File: config.mk
export PLATFORM = sky130hd
export DESIGN_NAME = keyboard_report_key_array_flat
export DESIGN_NICKNAME = d
export VERILOG_FILES = /design/src/rtl/kbr_pkg.sv /design/src/rtl/kbr_if.sv /design/src/rtl/kbr_key_store.sv /design/src/rtl/keyboard_report_key_array.sv /design/src/flat_wrapper.sv
export SDC_FILE = /design/constraint.sdc
export NUM_CORES = 1
export LEC_CHECK = 0
export BUFFER_PORTS_ARGS = -buffer_cell sky130_fd_sc_hd__buf_2
export CAP_MARGIN = 30
export CORE_UTILIZATION = 60
export CTS_BUF_LIST = sky130_fd_sc_hd__clkbuf_8
export CTS_CLUSTER_SIZE = 20
export DETAILED_ROUTE_END_ITERATION = 8
export GPL_TIMING_DRIVEN = 0
export PLACE_DENSITY = 0.8
export SYNTH_ARGS = -nofsm -noshare
export SYNTH_HDL_FRONTEND = slang
export SYNTH_SLANG_ARGS = --single-unit
File: constraint.sdc
create_clock -name clk -period 8.8 [get_ports clk]
set_input_delay 0.44 -clock clk [delete_from_list [all_inputs] [get_ports clk]]
set_output_delay 0.44 -clock clk [all_outputs]
set_load 0.01 [all_outputs]
File: src/rtl/kbr_pkg.sv
package kbr_pkg;

  localparam int KEY_SLOTS = 6;
  localparam int SLOT_CAP = 6;
  localparam int IDX_W = (KEY_SLOTS > 1) ? $clog2(KEY_SLOTS) : 1;
  localparam logic [IDX_W-1:0] LAST_IDX = IDX_W'(KEY_SLOTS - 1);

  typedef enum logic [1:0] {
    KIND_PRESS    = 2'd0,
    KIND_RELEASE  = 2'd1,
    KIND_MODIFIER = 2'd2
  } kind_t;

  typedef enum logic [1:0] {
    ST_IDLE,
    ST_SCAN,
    ST_TAIL,
    ST_EMIT
  } state_t;

  typedef struct packed {
    logic             wr_en;
    logic [IDX_W-1:0] wr_idx;
    logic [7:0]       wr_data;
    logic [IDX_W-1:0] rd_idx;
    logic [7:0]       code;
  } store_cmd_t;

  typedef struct packed {
    logic [7:0] rd_data;
    logic       hit;
    logic       empty;
  } store_stat_t;

endpackage

File: src/rtl/kbr_if.sv
interface kbr_event_if;
  logic       valid;
  logic       ready;
  logic [1:0] kind;
  logic [7:0] key_code;
  logic [7:0] modifier_bits;

  modport source (output valid, kind, key_code, modifier_bits, input ready);
  modport sink (input valid, kind, key_code, modifier_bits, output ready);
endinterface

interface kbr_report_if;
  logic       valid;
  logic       ready;
  logic [7:0] report_modifiers;
  logic [7:0] slot_zero;
  logic [7:0] slot_one;
  logic [7:0] slot_two;
  logic [7:0] slot_three;
  logic [7:0] slot_four;
  logic [7:0] slot_five;

  modport source (output valid, report_modifiers, slot_zero, slot_one, slot_two,
                  slot_three, slot_four, slot_five, input ready);
  modport sink (input valid, report_modifiers, slot_zero, slot_one, slot_two,
                slot_three, slot_four, slot_five, output ready);
endinterface

File: src/rtl/kbr_key_store.sv
module kbr_key_store (
  input  logic                                   clk,
  input  logic                                   rst,
  input  kbr_pkg::store_cmd_t                    cmd,
  output kbr_pkg::store_stat_t                   stat,
  output logic [kbr_pkg::SLOT_CAP-1:0][7:0]      keys
);

  logic [7:0] slots [kbr_pkg::KEY_SLOTS];

  always_ff @(posedge clk) begin
    if (rst) begin
      for (int i = 0; i < kbr_pkg::KEY_SLOTS; i++) begin
        slots[i] <= 8'd0;
      end
    end else if (cmd.wr_en) begin
      slots[cmd.wr_idx] <= cmd.wr_data;
    end
  end

  always_comb begin
    stat.rd_data = slots[cmd.rd_idx];
    stat.hit     = (stat.rd_data == cmd.code);
    stat.empty   = (stat.rd_data == 8'd0);
  end

  for (genvar k = 0; k < kbr_pkg::SLOT_CAP; k++) begin : g_key
    if (k < kbr_pkg::KEY_SLOTS) begin : g_used
      assign keys[k] = slots[k];
    end else begin : g_unused
      assign keys[k] = 8'd0;
    end
  end

endmodule

File: src/rtl/keyboard_report_key_array.sv
// Channel     Direction  Fields
// key_event   in         kind, key_code, modifier_bits
// report      out        report_modifiers, slot_zero .. slot_five
//
// A modifier update that changes the bitmap goes from the transfer to the emit state, which loads the report.
// A key press or release walks the slots one per cycle through a single
// compare unit in the scan state, then goes on to the tail (release only) and emit states.
// Reset clears every slot and the modifier bitmap at once.
// A new event is taken whenever the sequencer is idle, even while a report
// waits; a finished report waits in its own state only while the output
// register still holds one that has not been taken.
module keyboard_report_key_array (
  input logic           clk,
  input logic           rst,
  kbr_event_if.sink     key_event,
  kbr_report_if.source  report
);

  kbr_pkg::state_t state;
  kbr_pkg::state_t state_next;

  logic [1:0]                kind;
  logic [7:0]                code;
  logic [7:0]                modifier_state;
  logic [kbr_pkg::IDX_W-1:0] idx;
  logic [kbr_pkg::IDX_W-1:0] idx_next;
  logic [kbr_pkg::IDX_W-1:0] wr_ptr;
  logic [kbr_pkg::IDX_W-1:0] wr_ptr_next;
  logic                      found;
  logic                      found_next;
  logic                      load_out;
  logic                      out_valid;

  logic [7:0]                              out_mods;
  logic [kbr_pkg::SLOT_CAP-1:0][7:0]       out_keys;
  logic [kbr_pkg::SLOT_CAP-1:0][7:0]       keys;

  kbr_pkg::store_cmd_t  cmd;
  kbr_pkg::store_stat_t stat;

  logic accept;
  logic is_release;
  logic at_last;

  assign accept     = key_event.valid && key_event.ready;
  assign is_release = (kind == kbr_pkg::KIND_RELEASE);
  assign at_last    = (idx == kbr_pkg::LAST_IDX);

  kbr_key_store u_store (
    .clk  (clk),
    .rst  (rst),
    .cmd  (cmd),
    .stat (stat),
    .keys (keys)
  );

  always_comb begin
    state_next = state;
    case (state)
      kbr_pkg::ST_IDLE: begin
        if (accept) begin
          case (key_event.kind)
            kbr_pkg::KIND_PRESS, kbr_pkg::KIND_RELEASE: begin
              if (key_event.key_code != 8'd0) begin
                state_next = kbr_pkg::ST_SCAN;
              end
            end
            kbr_pkg::KIND_MODIFIER: begin
              if (key_event.modifier_bits != modifier_state) begin
                state_next = kbr_pkg::ST_EMIT;
              end
            end
            default: state_next = kbr_pkg::ST_IDLE;
          endcase
        end
      end
      kbr_pkg::ST_SCAN: begin
        if (!is_release) begin
          if (stat.hit) begin
            state_next = kbr_pkg::ST_IDLE;
          end else if (stat.empty) begin
            state_next = kbr_pkg::ST_EMIT;
          end else if (at_last) begin
            state_next = kbr_pkg::ST_IDLE;
          end
        end else if (stat.empty) begin
          state_next = found ? kbr_pkg::ST_TAIL : kbr_pkg::ST_IDLE;
        end else if (at_last) begin
          state_next = (found || stat.hit) ? kbr_pkg::ST_TAIL : kbr_pkg::ST_IDLE;
        end
      end
      kbr_pkg::ST_TAIL: state_next = kbr_pkg::ST_EMIT;
      kbr_pkg::ST_EMIT: begin
        if (!out_valid || report.ready) begin
          state_next = kbr_pkg::ST_IDLE;
        end
      end
      default: state_next = kbr_pkg::ST_IDLE;
    endcase
  end

  always_comb begin
    key_event.ready = (state == kbr_pkg::ST_IDLE);
    idx_next        = idx;
    wr_ptr_next     = wr_ptr;
    found_next      = found;
    load_out        = 1'b0;
    cmd.wr_en       = 1'b0;
    cmd.wr_idx      = wr_ptr;
    cmd.wr_data     = stat.rd_data;
    cmd.rd_idx      = idx;
    cmd.code        = code;
    case (state)
      kbr_pkg::ST_IDLE: begin
        idx_next    = '0;
        wr_ptr_next = '0;
        found_next  = 1'b0;
      end
      kbr_pkg::ST_SCAN: begin
        if (!is_release) begin
          if (!stat.hit && stat.empty) begin
            cmd.wr_en   = 1'b1;
            cmd.wr_idx  = idx;
            cmd.wr_data = code;
          end
        end else if (!stat.empty) begin
          if (stat.hit) begin
            found_next = 1'b1;
          end else begin
            cmd.wr_en   = 1'b1;
            wr_ptr_next = wr_ptr + 1'b1;
          end
        end
        if (!at_last) begin
          idx_next = idx + 1'b1;
        end
      end
      kbr_pkg::ST_TAIL: begin
        cmd.wr_en   = 1'b1;
        cmd.wr_data = 8'd0;
      end
      kbr_pkg::ST_EMIT: begin
        load_out = !out_valid || report.ready;
      end
      default: begin
        idx_next = '0;
      end
    endcase
  end

  always_ff @(posedge clk) begin
    if (rst) begin
      state          <= kbr_pkg::ST_IDLE;
      modifier_state <= 8'd0;
      out_valid      <= 1'b0;
      idx            <= '0;
      wr_ptr         <= '0;
      found          <= 1'b0;
    end else begin
      state  <= state_next;
      idx    <= idx_next;
      wr_ptr <= wr_ptr_next;
      found  <= found_next;
      if (accept && key_event.kind == kbr_pkg::KIND_MODIFIER) begin
        modifier_state <= key_event.modifier_bits;
      end
      if (load_out) begin
        out_valid <= 1'b1;
      end else if (report.ready) begin
        out_valid <= 1'b0;
      end
    end
  end

  always_ff @(posedge clk) begin
    if (accept) begin
      kind <= key_event.kind;
      code <= key_event.key_code;
    end
    if (load_out) begin
      out_mods <= modifier_state;
      out_keys <= keys;
    end
  end

  assign report.valid            = out_valid;
  assign report.report_modifiers = out_mods;
  assign report.slot_zero        = out_keys[0];
  assign report.slot_one         = out_keys[1];
  assign report.slot_two         = out_keys[2];
  assign report.slot_three       = out_keys[3];
  assign report.slot_four        = out_keys[4];
  assign report.slot_five        = out_keys[5];

  a_wr_behind: assert property (@(posedge clk) disable iff (rst)
    state == kbr_pkg::ST_SCAN |-> wr_ptr <= idx)
    else $error("compaction pointer ran ahead of the scan");

  a_tail_found: assert property (@(posedge clk) disable iff (rst)
    state == kbr_pkg::ST_TAIL |-> found && wr_ptr <= kbr_pkg::LAST_IDX)
    else $error("tail clear without a removed key");

  a_scan_bound: assert property (@(posedge clk) disable iff (rst)
    state == kbr_pkg::ST_SCAN |-> idx <= kbr_pkg::LAST_IDX)
    else $error("scan index beyond the last slot");

  a_load_frees: assert property (@(posedge clk) disable iff (rst)
    load_out |=> out_valid && state == kbr_pkg::ST_IDLE)
    else $error("report load did not return the sequencer to idle");

endmodule

File: src/flat_wrapper.sv
// flat-port wrapper written by rule: the top's interface ports become plain ports
module keyboard_report_key_array_flat 
  (clk, rst, key_event_valid, key_event_kind, key_event_key_code, key_event_modifier_bits, key_event_ready, report_valid, report_report_modifiers, report_slot_zero, report_slot_one, report_slot_two, report_slot_three, report_slot_four, report_slot_five, report_ready);
  kbr_event_if key_event_i ();
  kbr_report_if report_i ();
  input logic clk;
  input logic rst;
  input wire logic [$bits(key_event_i.valid)-1:0] key_event_valid;
  input wire logic [$bits(key_event_i.kind)-1:0] key_event_kind;
  input wire logic [$bits(key_event_i.key_code)-1:0] key_event_key_code;
  input wire logic [$bits(key_event_i.modifier_bits)-1:0] key_event_modifier_bits;
  output wire logic [$bits(key_event_i.ready)-1:0] key_event_ready;
  output wire logic [$bits(report_i.valid)-1:0] report_valid;
  output wire logic [$bits(report_i.report_modifiers)-1:0] report_report_modifiers;
  output wire logic [$bits(report_i.slot_zero)-1:0] report_slot_zero;
  output wire logic [$bits(report_i.slot_one)-1:0] report_slot_one;
  output wire logic [$bits(report_i.slot_two)-1:0] report_slot_two;
  output wire logic [$bits(report_i.slot_three)-1:0] report_slot_three;
  output wire logic [$bits(report_i.slot_four)-1:0] report_slot_four;
  output wire logic [$bits(report_i.slot_five)-1:0] report_slot_five;
  input wire logic [$bits(report_i.ready)-1:0] report_ready;
  assign key_event_i.valid = key_event_valid;
  assign key_event_i.kind = key_event_kind;
  assign key_event_i.key_code = key_event_key_code;
  assign key_event_i.modifier_bits = key_event_modifier_bits;
  assign key_event_ready = key_event_i.ready;
  assign report_valid = report_i.valid;
  assign report_report_modifiers = report_i.report_modifiers;
  assign report_slot_zero = report_i.slot_zero;
  assign report_slot_one = report_i.slot_one;
  assign report_slot_two = report_i.slot_two;
  assign report_slot_three = report_i.slot_three;
  assign report_slot_four = report_i.slot_four;
  assign report_slot_five = report_i.slot_five;
  assign report_i.ready = report_ready;
  keyboard_report_key_array u_core (.clk(clk), .rst(rst), .key_event(key_event_i), .report(report_i));
endmodule
==> results of run 1 <==
stage by stage:
step | hold slack [ns] | power [W] | setup WS, ns
global placement | 0.429 | 0.00131 | 4.06
floorplan | 0.419 | 0.00120 | 5.05
global route | 0.163 | 0.00192 | 3.68
finish | 0.184 | 0.00185 | 3.97
CTS | 0.167 | 0.00185 | 4.08
detailed placement | 0.428 | 0.00133 | 4.12
final timing paths:
kind                                                                from                                   end  cells past startpoint  slack [ns]
worst max register to register                                      flop  u_core.u_store.slots[7][1]$_DFFE_PP_                     10        3.97
worst min register to register  u_core.u_store.slots[3][3]$_SDFFCE_PN0P_        report_slot_three[3]$_DFFE_PP_                      0        0.44
worst max-delay path                                                flop  u_core.u_store.slots[7][1]$_DFFE_PP_                     10        3.97
worst min-delay path                               key_event_key_code[4]              u_core.code[4]$_DFFE_PP_                      1        0.18
area by class of cell:
type,count,share of cell area (%)
Buffer,22,1.64
Clock buffer,17,3.13
Clock inverter,15,2.20
Inverter,19,0.955
Multi-Input combinational cell,268,25.9
Sequential cell,151,57.9
Tap cell,136,2.28
Timing Repair Buffer,85,6.00
worst max-delay path: cells and delay by family (launching register included):
kind | cells | cell delay (ns)
flip-flops | 1 | 0.32
AO/OA/AOI/OAI | 2 | 0.53
multiplexers | 2 | 0.80
AND/OR/NAND/NOR | 4 | 1.97
buffers and inverters | 2 | 0.83
layer usage:
metal  vias up  track usage, %
met2       270            43.4
li1       1980               -
met1      2080            34.8
met3        44            7.42
met5         -               0
met4         0            13.4
cells in the final DEF (no fill, tap or decap), types with 4 or more instances in the layout:
cell type / n
xnor2_1: 10
a21oi_1: 17
o21ai_0: 6
o31ai_1: 4
xor2_1: 5
nor2b_1: 5
edfxtp_1: 130
mux2_1: 14
nor4_1: 24
nand2_1: 35
mux4_2: 6
buf_2: 89
buf_4: 5
mux2i_2: 4
or3_1: 4
nand2b_1: 5
nand3_1: 9
o41ai_1: 6
inv_1: 21
clkbuf_1: 8
nor2_1: 21
nand4_1: 6
o22ai_1: 8
nor3_1: 22
clkbuf_8: 17
ha_1: 7
mux2_2: 6
dfxtp_1: 21
cell families after synthesis:
| group | Yosys count |
|---|---|
| adder cells (fa/ha/maj) | 7 |
| AO/OA/AOI/OAI | 63 |
| flip-flops | 151 |
| XOR/XNOR | 15 |
| buffers and inverters | 41 |
| multiplexers | 30 |
| AND/OR/NAND/NOR | 153 |
report_power, final:
group,internal [W],switching (W)
clock,0.000276,0.000255
combinational,0.000155,0.000286
sequential,0.000849,0.0000320
total,0.00128,0.000573
==> run_results.csv, run 1 <==
group,metric,value,unit
sta,maxSlewViolCount,0,
grt,overflow,0,
die,core_area,0.0104,mm²
cts,cts_buffer_depth,2,
yosys,synthSimpleGateAreaFrac,13.0,%
route,wl_per_cell,19.9,µm
yosys,synthTopCellsByCount,"130 x edfxtp_1, 35 x nand2_1, 24 x nor4_1, 22 x nor3_1",
cells_and_area,final-seq-area,0.00432,mm²
cells_and_area,num_antenna_cells,0,
placement,numPortBuffers,79,
critical_path,cpPeakStageDelay,0.78,ns
placement,placed_cells,681,
yosys,ys_seq_area_share,67.2,%
route,vias_per_cell,6.13,
cells_and_area,stdcell_count,713,
yosys,synth_edf_count,130,
cts,numCtsBuffers,17,
route,routed.top_layer,"met4",
sta,tightest_slew,0.937,ns
cts,cts.sinks,151,
cells_and_area,utilization,72.0,%
yosys,ys_top_cells_by_area,"edfxtp_1 61%, dfxtp_1 6.5%, mux2_1 2.4%",
cells_and_area,multi_input_area,0.00193,mm²
yosys,ys_types,56,
cells_and_area,layout-drive-gt1-share,26.7,%
sta,hold_viol,0,
yosys,synth_ff_type,"edfxtp_1",
grt,grt_usage,27.3,%
die,fp.dieH,106,µm
route,wl_met3,1200,µm
yosys,synth_warnings,0,
pwr,cellPowerDensity,248,mW/mm²
cells_and_area,final_nets,593,
route,vias,4374,
cts,postCtsHoldBufs,0,
sta,setup_viol,0,
die,fp.dieW,106,µm
route,antenna_left,0,
die,dieArea,0.0111,mm²
yosys,synth-adder-area-share,1.36,%
sta,clock_skew,0.0124,ns
cts,cts-root-buf,"clkbuf_8",
critical_path,crit_type,"reg -> reg",
route,met2_length,7090,µm
critical_path,worstPathMaxFanout,10,
yosys,ys_seq_elements,151,
outcome,run_status,"complete, no violations",
route,routed_wl,14200,µm
yosys,netlist_instances,460,
yosys,syn_nets,489,
yosys,synth.avg_cell_area,14.0,µm²
grt,grt_max_degree,41,
sta,rsz0062_at_grt,"false",
grt,grt_antenna_before_repair,0,
yosys,synth-xor-area-share,2.04,%
cts,post-cts-setup-buffers,0,
critical_path,endpoint_kind,"flop",
route,first_pass_iters,5,
placement,place_area,0.00707,mm²
cells_and_area,largest_register_ffs,64,
yosys,synth_top_area_share,60.7,%
route,wl_met1,5460,µm
cts,cts_tree,"built",
cts,cts_resized,0,
die,num_rows,37,
yosys,async_reset_ff_share,0,%
worst_hold_path,min_path_type,"in -> reg",
critical_path,cp_cell_sequence,"clkbuf_1 -> mux4_2 -> mux2i_2 -> o2111ai_1 -> nor4_4 -> nand3_2 -> nor3b_1 -> o2111ai_4 -> clkbuf_1 -> nor2_1",
critical_path,critPathArrivalTime,4.90,ns
cells_and_area,area_growth,16.0,%
placement,dp_hpwl,10100,µm
sta,fin_setup_tns,0,ns
sta,fmax,0.207,GHz
pwr,p_leak,2.64,nW
placement,gp_congestion,0.943,
yosys,yosysMostFrequentCell,"edfxtp_1",
yosys,synth.largest_area_cell,"edfxtp_1",
cells_and_area,fin_area,0.00746,mm²
grt,grt_pass1_vias,4208,
job,cap_violations,0,
yosys,synth_compound_area_share,6.96,%
die,ioPinCount,80,
sta,period_needed,4.83,ns
cts,clkTransAtPathRegs,0.08,ns
pwr,ir_worst_vdd,0.000165,V
critical_path,slowest_stage,"nor2_1",
cts,clkLatencyLatePin,0.45,ns
cts,htree_levels,4,
grt,grt_pass1_wl,22400,µm
die,initial_core_util,62.1,%
yosys,synthMuxAreaShare,6.45,%
sta,fin_crit_sh,54.9,%
cells_and_area,fillers,690,
cells_and_area,top_register,"u_core.u_store.slots",
critical_path,startpoint_type,"flop",
sta,slew_headroom,37.4,%
critical_path,worstPathRequired,8.87,ns
route,drc,0,
route,drt_iter0_drc,527,
yosys,synth_top_family_by_area,"simple AND/OR/NAND/NOR gates",
yosys,syn-cell-area,0.00644,mm²
critical_path,path_common_cell,"clkbuf_1",
Note: power is estimated with default switching activity, not from simulation.
==> run 2, diff against run 1 <==
CORE_UTILIZATION = 54   (was 60)
PLACE_DENSITY = 0.76   (was 0.8)
clock period = 4 ns   (was 8.8 ns; I/O delays follow)
==> run_results.csv, run 2 (synthesis results as in run 1) <==
group,metric,value,unit
cells_and_area,area_growth,23.1,%
grt,grt_pass1_vias,4295,
route,wl_met3,1370,µm
placement,placed_cells,687,
pwr,p_leak,2.82,nW
sta,setup_viol,0,
pwr,power.total,0.00429,W
cells_and_area,final_common_cell,"edfxtp_1",
route,drt_iter0_drc,465,
critical_path,r2r_cells,13,
worst_hold_path,min_to,"u_core.modifier_state[6]$_SDFFE_PP0P_",
critical_path,worstPathMaxFanout,10,
cts,htree_levels,4,
route,antenna_left,0,
job,cap_violations,0,
route,wl_met1,5520,µm
grt,overflow,0,
cts,numCtsBuffers,17,
die,fp.dieH,111,µm
cts,cts.sinks,151,
cts,clkTransAtPathRegs,0.08,ns
cells_and_area,final_nets,613,
route,first_pass_iters,7,
sta,clock_skew,0.0176,ns
worst_hold_path,hp-start,"key_event_modifier_bits[6]",
sta,period_needed,3.85,ns
die,fp.dieW,111,µm
cells_and_area,largest_register_ffs,64,
sta,fmax,0.260,GHz
cts,clkLatencyLatePin,0.45,ns
cells_and_area,fin_area,0.00792,mm²
sta,fin_setup_tns,0,ns
cells_and_area,final_cell_mix,"130 x edfxtp_1, 88 x buf_2, 34 x nand2_1, 24 x nor4_1, 23 x inv_1",
cells_and_area,stdcell_count,740,
critical_path,startpoint_type,"flop",
route,met2_length,6930,µm
grt,grt_pass1_wl,22800,µm
grt,grt_usage,24.5,%
sta,tightest_slew,0.785,ns
sta,hold_viol,0,
die,num_rows,39,
critical_path,worstPathRequired,4.16,ns
critical_path,critPathArrivalTime,4.00,ns
critical_path,crit_type,"reg -> reg",
placement,place_area,0.00707,mm²
sta,maxSlewViolCount,0,
die,ioPinCount,80,
die,dieArea,0.0124,mm²
route,vias_per_cell,5.99,
sta,slew_headroom,47.6,%
die,core_area,0.0115,mm²
die,initial_core_util,55.9,%
grt,grt_max_degree,40,
outcome,violations,"DRC",
pwr,ir_worst_vdd,0.000287,V
sta,fin_crit_sh,96.2,%
route,routed_wl,14300,µm
cells_and_area,layout-drive-gt1-share,29.5,%
worst_hold_path,min_path_cells,3,
placement,numPortBuffers,79,
pwr,cellPowerDensity,541,mW/mm²
grt,grt_antenna_before_repair,0,
placement,gp_congestion,0.969,
critical_path,endpoint_kind,"flop",
route,drc,16,
critical_path,reg2reg_to,"u_core.u_store.slots[6][2]$_DFFE_PP_",
route,vias,4430,
cells_and_area,utilization,68.8,%
critical_path,reg2reg_slack,0.15,ns
cells_and_area,top_register,"u_core.u_store.slots",
cts,cts_tree,"built",
route,wl_per_cell,19.3,µm
cts,cts_buffer_depth,2,
placement,dp_hpwl,10200,µm
outcome,run_status,"finished with violations",
cells_and_area,num_antenna_cells,0,
cts,cts-root-buf,"clkbuf_8",
route,routed.top_layer,"met4",
worst_hold_path,min_path_type,"in -> reg",
==> run 2: cell types whose count changed in the layout (fill, tap and decap cells not counted), sizes merged <==
cell / delta
inv: +3
clkinv: -5
bufinv: +2
dlygate4sd3: +17
clkinvlp: -3
buf: +4
clkbuf: +2
==> run 2: critical path: stages (launching register included) <==
cell and delay (ns):
dfxtp_1 0.31, buf_4 0.21, buf_6 0.20, mux2_2 0.35, o22a_1 0.27, o2bb2ai_1 0.21
nor4_4 0.37, nand3_2 0.18, o21a_1 0.27, or2_1 0.23, buf_2 0.17, buf_2 0.23
nor3_4 0.29, clkbuf_4 0.26
==> run 2: worst max path at each step <==
| stage | endpoint | start | slack [ns] | cells past startpoint |
|---|---|---|---|---|
| after floorplan | u_core.u_store.slots[2][0]$_SDFFCE_PN0P_ | flop | 0.25 | 12 |
| after global placement | u_core.u_store.slots[5][6]$_DFFE_PP_ | flop | -0.73 | 9 |
| after detailed placement | u_core.u_store.slots[7][3]$_DFFE_PP_ | flop | -0.62 | 10 |
| after CTS | u_core.u_store.slots[0][1]$_SDFFCE_PN0P_ | flop | 0.04 | 12 |
| after global routing | u_core.u_store.slots[6][5]$_DFFE_PP_ | flop | -0.008 | 13 |
| final | u_core.u_store.slots[6][2]$_DFFE_PP_ | flop | 0.15 | 13 |
==> run 2: layout make-up <==
| class | count | area (µm²) |
|---|---|---|
| Sequential cell | 151 | 4330 |
| Fill cell | 774 | 3590 |
| Multi-Input combinational cell | 268 | 2100 |
| Timing Repair Buffer | 107 | 671 |
| Clock buffer | 20 | 275 |
| Clock inverter | 12 | 184 |
| Tap cell | 143 | 179 |
| Buffer | 20 | 119 |
| Inverter | 19 | 71.3 |
==> run 2: layer usage <==
layer  track usage (%)  vias to the layer above
met2              39.5                      269
met5                 0                        -
met3              6.62                       45
li1                  -                     2029
met1              31.7                     2087
met4              9.64                        0
==> run 2: repair_timing <==
action	in CTS	in global routing
setup endpoints to repair	64	50
hold buffers	17	0
buffers inserted	1	5
cloned	0	0
endpoints found under the hold margin	17	0
resized for setup	20	11
pin swaps	1	3
==> run 2: through the flow <==
| step | hold slack [ns] | worst slack [ns] |
|---|---|---|
| 2_1_floorplan | 0.299 | 0.248 |
| 3_3_place_gp | 0.392 | -0.727 |
| 3_5_place_dp | 0.398 | -0.617 |
| 4_1_cts | 0.00537 | 0.0398 |
| 5_1_grt | 0.0174 | -0.00772 |
| 6_report | 0.0243 | 0.150 |
==> run 2: power breakdown <==
part / internal (W) / switching [W] / leakage, nW
combinational: 0.000372 / 0.000646 / 1.16
clock: 0.000785 / 0.000540 / 0.250
sequential: 0.00187 / 0.0000735 / 1.40
==> run 3, diff against run 2 <==
ABC_AREA = 1   (was not set)
SETUP_SLACK_MARGIN = 0.5   (was not set)
==> run_results.csv, run 3 <==
group,metric,value,unit
route,antenna_left,0,
yosys,ys_seq_elements,151,
yosys,netlist_instances,624,
sta,maxSlewViolCount,0,
worst_hold_path,min_path_cells,2,
critical_path,cpPeakStageDelay,0.46,ns
cts,cts_buffer_depth,2,
cts,post-cts-setup-buffers,0,
yosys,synth_top_area_share,60.1,%
job,cap_violations,0,
route,routed_wl,14500,µm
yosys,async_reset_ff_share,0,%
cells_and_area,layout-drive-gt1-share,19.3,%
critical_path,worst-path-buf-inv,5,
cells_and_area,utilization,65.4,%
cts,clkLatencyLatePin,0.45,ns
route,vias,4707,
sta,timing.final.ws_setup,0.701,ns
grt,grt_max_degree,35,
route,drt_iter0_drc,377,
yosys,synth_warnings,0,
yosys,synth.avg_cell_area,10.4,µm²
critical_path,path_common_cell,"nand2_1",
sta,hold_viol,0,
cells_and_area,stdcell_count,889,
yosys,synthTopCellsByCount,"144 x nand2_1, 130 x edfxtp_1, 84 x nor2_1, 82 x inv_1, 43 x nand3_1",
cts,htree_levels,4,
grt,grt_antenna_before_repair,0,
sta,clock_skew,0.0121,ns
critical_path,reg2reg_to,"u_core.u_store.slots[5][2]$_DFFE_PP_",
sta,holdWs,0.0352,ns
placement,gp_congestion,0.903,
critical_path,worstPathRequired,4.08,ns
critical_path,path_delay_family,"simple AND/OR/NAND/NOR gates",
critical_path,worstPathMaxFanout,10,
critical_path,crit_type,"reg -> reg",
cells_and_area,num_antenna_cells,0,
placement,placed_cells,847,
cts,cts-root-buf,"clkbuf_8",
sta,fin_setup_tns,0,ns
die,fp.dieH,112,µm
sta,slew_headroom,47.2,%
cts,numCtsBuffers,17,
die,fp.dieW,112,µm
yosys,syn-cell-area,0.00650,mm²
worst_hold_path,min_to,"u_core.report.valid$_SDFFE_PP0P_",
grt,grt_pass1_vias,4428,
placement,numPortBuffers,79,
cells_and_area,final_cell_mix,"141 x nand2_1, 130 x edfxtp_1, 90 x inv_1, 85 x buf_2, 81 x nor2_1",
grt,overflow,0,
die,dieArea,0.0125,mm²
critical_path,critPathArrivalTime,3.38,ns
pwr,p_leak,3.16,nW
cells_and_area,area_growth,16.4,%
cts,cts.sinks,151,
sta,rsz0062_at_grt,"true",
cells_and_area,top_register,"u_core.u_store.slots",
outcome,violations,"DRC",
outcome,run_status,"finished with violations",
cells_and_area,final_nets,762,
grt,grt_usage,24.4,%
yosys,synth_edf_count,130,
die,ioPinCount,80,
cells_and_area,final_common_cell,"nand2_1",
cells_and_area,largest_register_ffs,64,
critical_path,endpoint_kind,"flop",
placement,preCtsSetupSlack,0.452,ns
yosys,yosysMostFrequentCell,"nand2_1",
sta,setup_viol,0,
worst_hold_path,hp-start,"rst",
sta,fin_crit_sh,82.5,%
yosys,ys_seq_area_share,66.6,%
sta,period_needed,3.30,ns
critical_path,r2r_cells,16,
sta,fmax,0.303,GHz
critical_path,startpoint_type,"flop",
sta,tightest_slew,0.790,ns
worst_hold_path,min_path_type,"in -> reg",
cts,cts_tree,"built",
yosys,ys_top_cells_by_area,"edfxtp_1 60%, nand2_1 8.3%, dfxtp_1 6.5%",
critical_path,cp_cell_sequence,"buf_2 -> inv_2 -> buf_4 -> nand2_1 -> nand3_1 -> nand2_1 -> nand4_1 -> nor2_2 -> nand3_2 -> inv_2 -> nand2_2 -> nand2_1 -> o21ai_2 -> o21ai_0 -> inv_1 -> nor2_2",
critical_path,slowest_stage,"nor2_2",
yosys,synth.largest_area_cell,"edfxtp_1",
yosys,syn_nets,653,
route,wl_per_cell,16.3,µm
cts,clkTransAtPathRegs,0.07,ns
route,drc,4,
yosys,ys_types,33,
pwr,ir_worst_vdd,0.000340,V
yosys,synth_ff_type,"edfxtp_1",
pwr,cellPowerDensity,541,mW/mm²
placement,dp_hpwl,10200,µm
die,num_rows,39,
grt,grt_pass1_wl,22500,µm
route,vias_per_cell,5.29,
critical_path,reg2reg_slack,0.70,ns
die,initial_core_util,56.2,%
route,first_pass_iters,7,
die,core_area,0.0116,mm²
-- run 3: cell count changes after synthesis, sizes merged, moves of 9 or more --
cell / delta
xnor2: -9
a21oi: +10
nor2: +67
o21ai: +25
mux2: -20
nor3: -20
inv: +68
nand2: +111
nand3: +36
nor4: -26
-- run 3: layout make-up --
cell class	count	area (µm²)
Multi-Input combinational cell	372	1790
Clock inverter	12	56.3
Inverter	86	323
Clock buffer	20	275
Sequential cell	151	4320
Timing Repair Buffer	90	515
Buffer	15	98.8
Fill cell	909	4000
Tap cell	143	179
-- run 3: logic make-up (layout without fill, tap and decap cells) --
family                     after synthesis  after routing  share of synthesized area [%]
xor gates and xnor gates                 3              3                          0.404
buffers and inverters                  101            223                           6.47
AOI/OAI and AO/OA                       69             69                           5.80
adders and majority gates                7              7                           1.35
DFF                                    151            151                           66.6
and+or+nand+nor                        293            293                           19.4
-- run 3: worst max-delay path by stage --
stage / endpoint / slack [ns] / depth (start not counted)
after global routing: u_core.u_store.slots[7][3]$_DFFE_PP_ / 0.49 / 17
final: u_core.u_store.slots[5][2]$_DFFE_PP_ / 0.70 / 16
after floorplan: u_core.u_store.slots[7][0]$_DFFE_PP_ / 1.26 / 18
after CTS: u_core.u_store.slots[5][2]$_DFFE_PP_ / 0.53 / 17
after detailed placement: u_core.u_store.slots[7][4]$_DFFE_PP_ / 0.45 / 18
after global placement: u_core.u_store.slots[7][3]$_DFFE_PP_ / 0.47 / 18
-- run 3: stage by stage --
step           power [W]  area [µm²]
2_1_floorplan    0.00276        6500
3_3_place_gp     0.00308        7080
3_5_place_dp     0.00311        7100
4_1_cts          0.00410        7540
5_1_grt          0.00431        7560
6_report         0.00409        7560
-- run 3: power by group --
part | total, W | switching [W] | internal, W
Clock | 0.000990 | 0.000531 | 0.000459
Sequential | 0.00198 | 0.0000801 | 0.00190
Combinational | 0.00112 | 0.000775 | 0.000348
Total | 0.00409 | 0.00139 | 0.00271
-- run 3: timing repair --
action / 4_1_cts / 5_1_grt
gates resized for setup: 2 / 8
setup endpoints to repair: 14 / 48
hold buffers: 10 / 0
hold endpoints to repair: 10 / 0
-- run 3: layer usage --
metal,share of wire (%),track usage [%]
met5,0,0
met4,3.5,12.2
met3,6.8,5.66
met2,48,39.6
met1,42,30.7
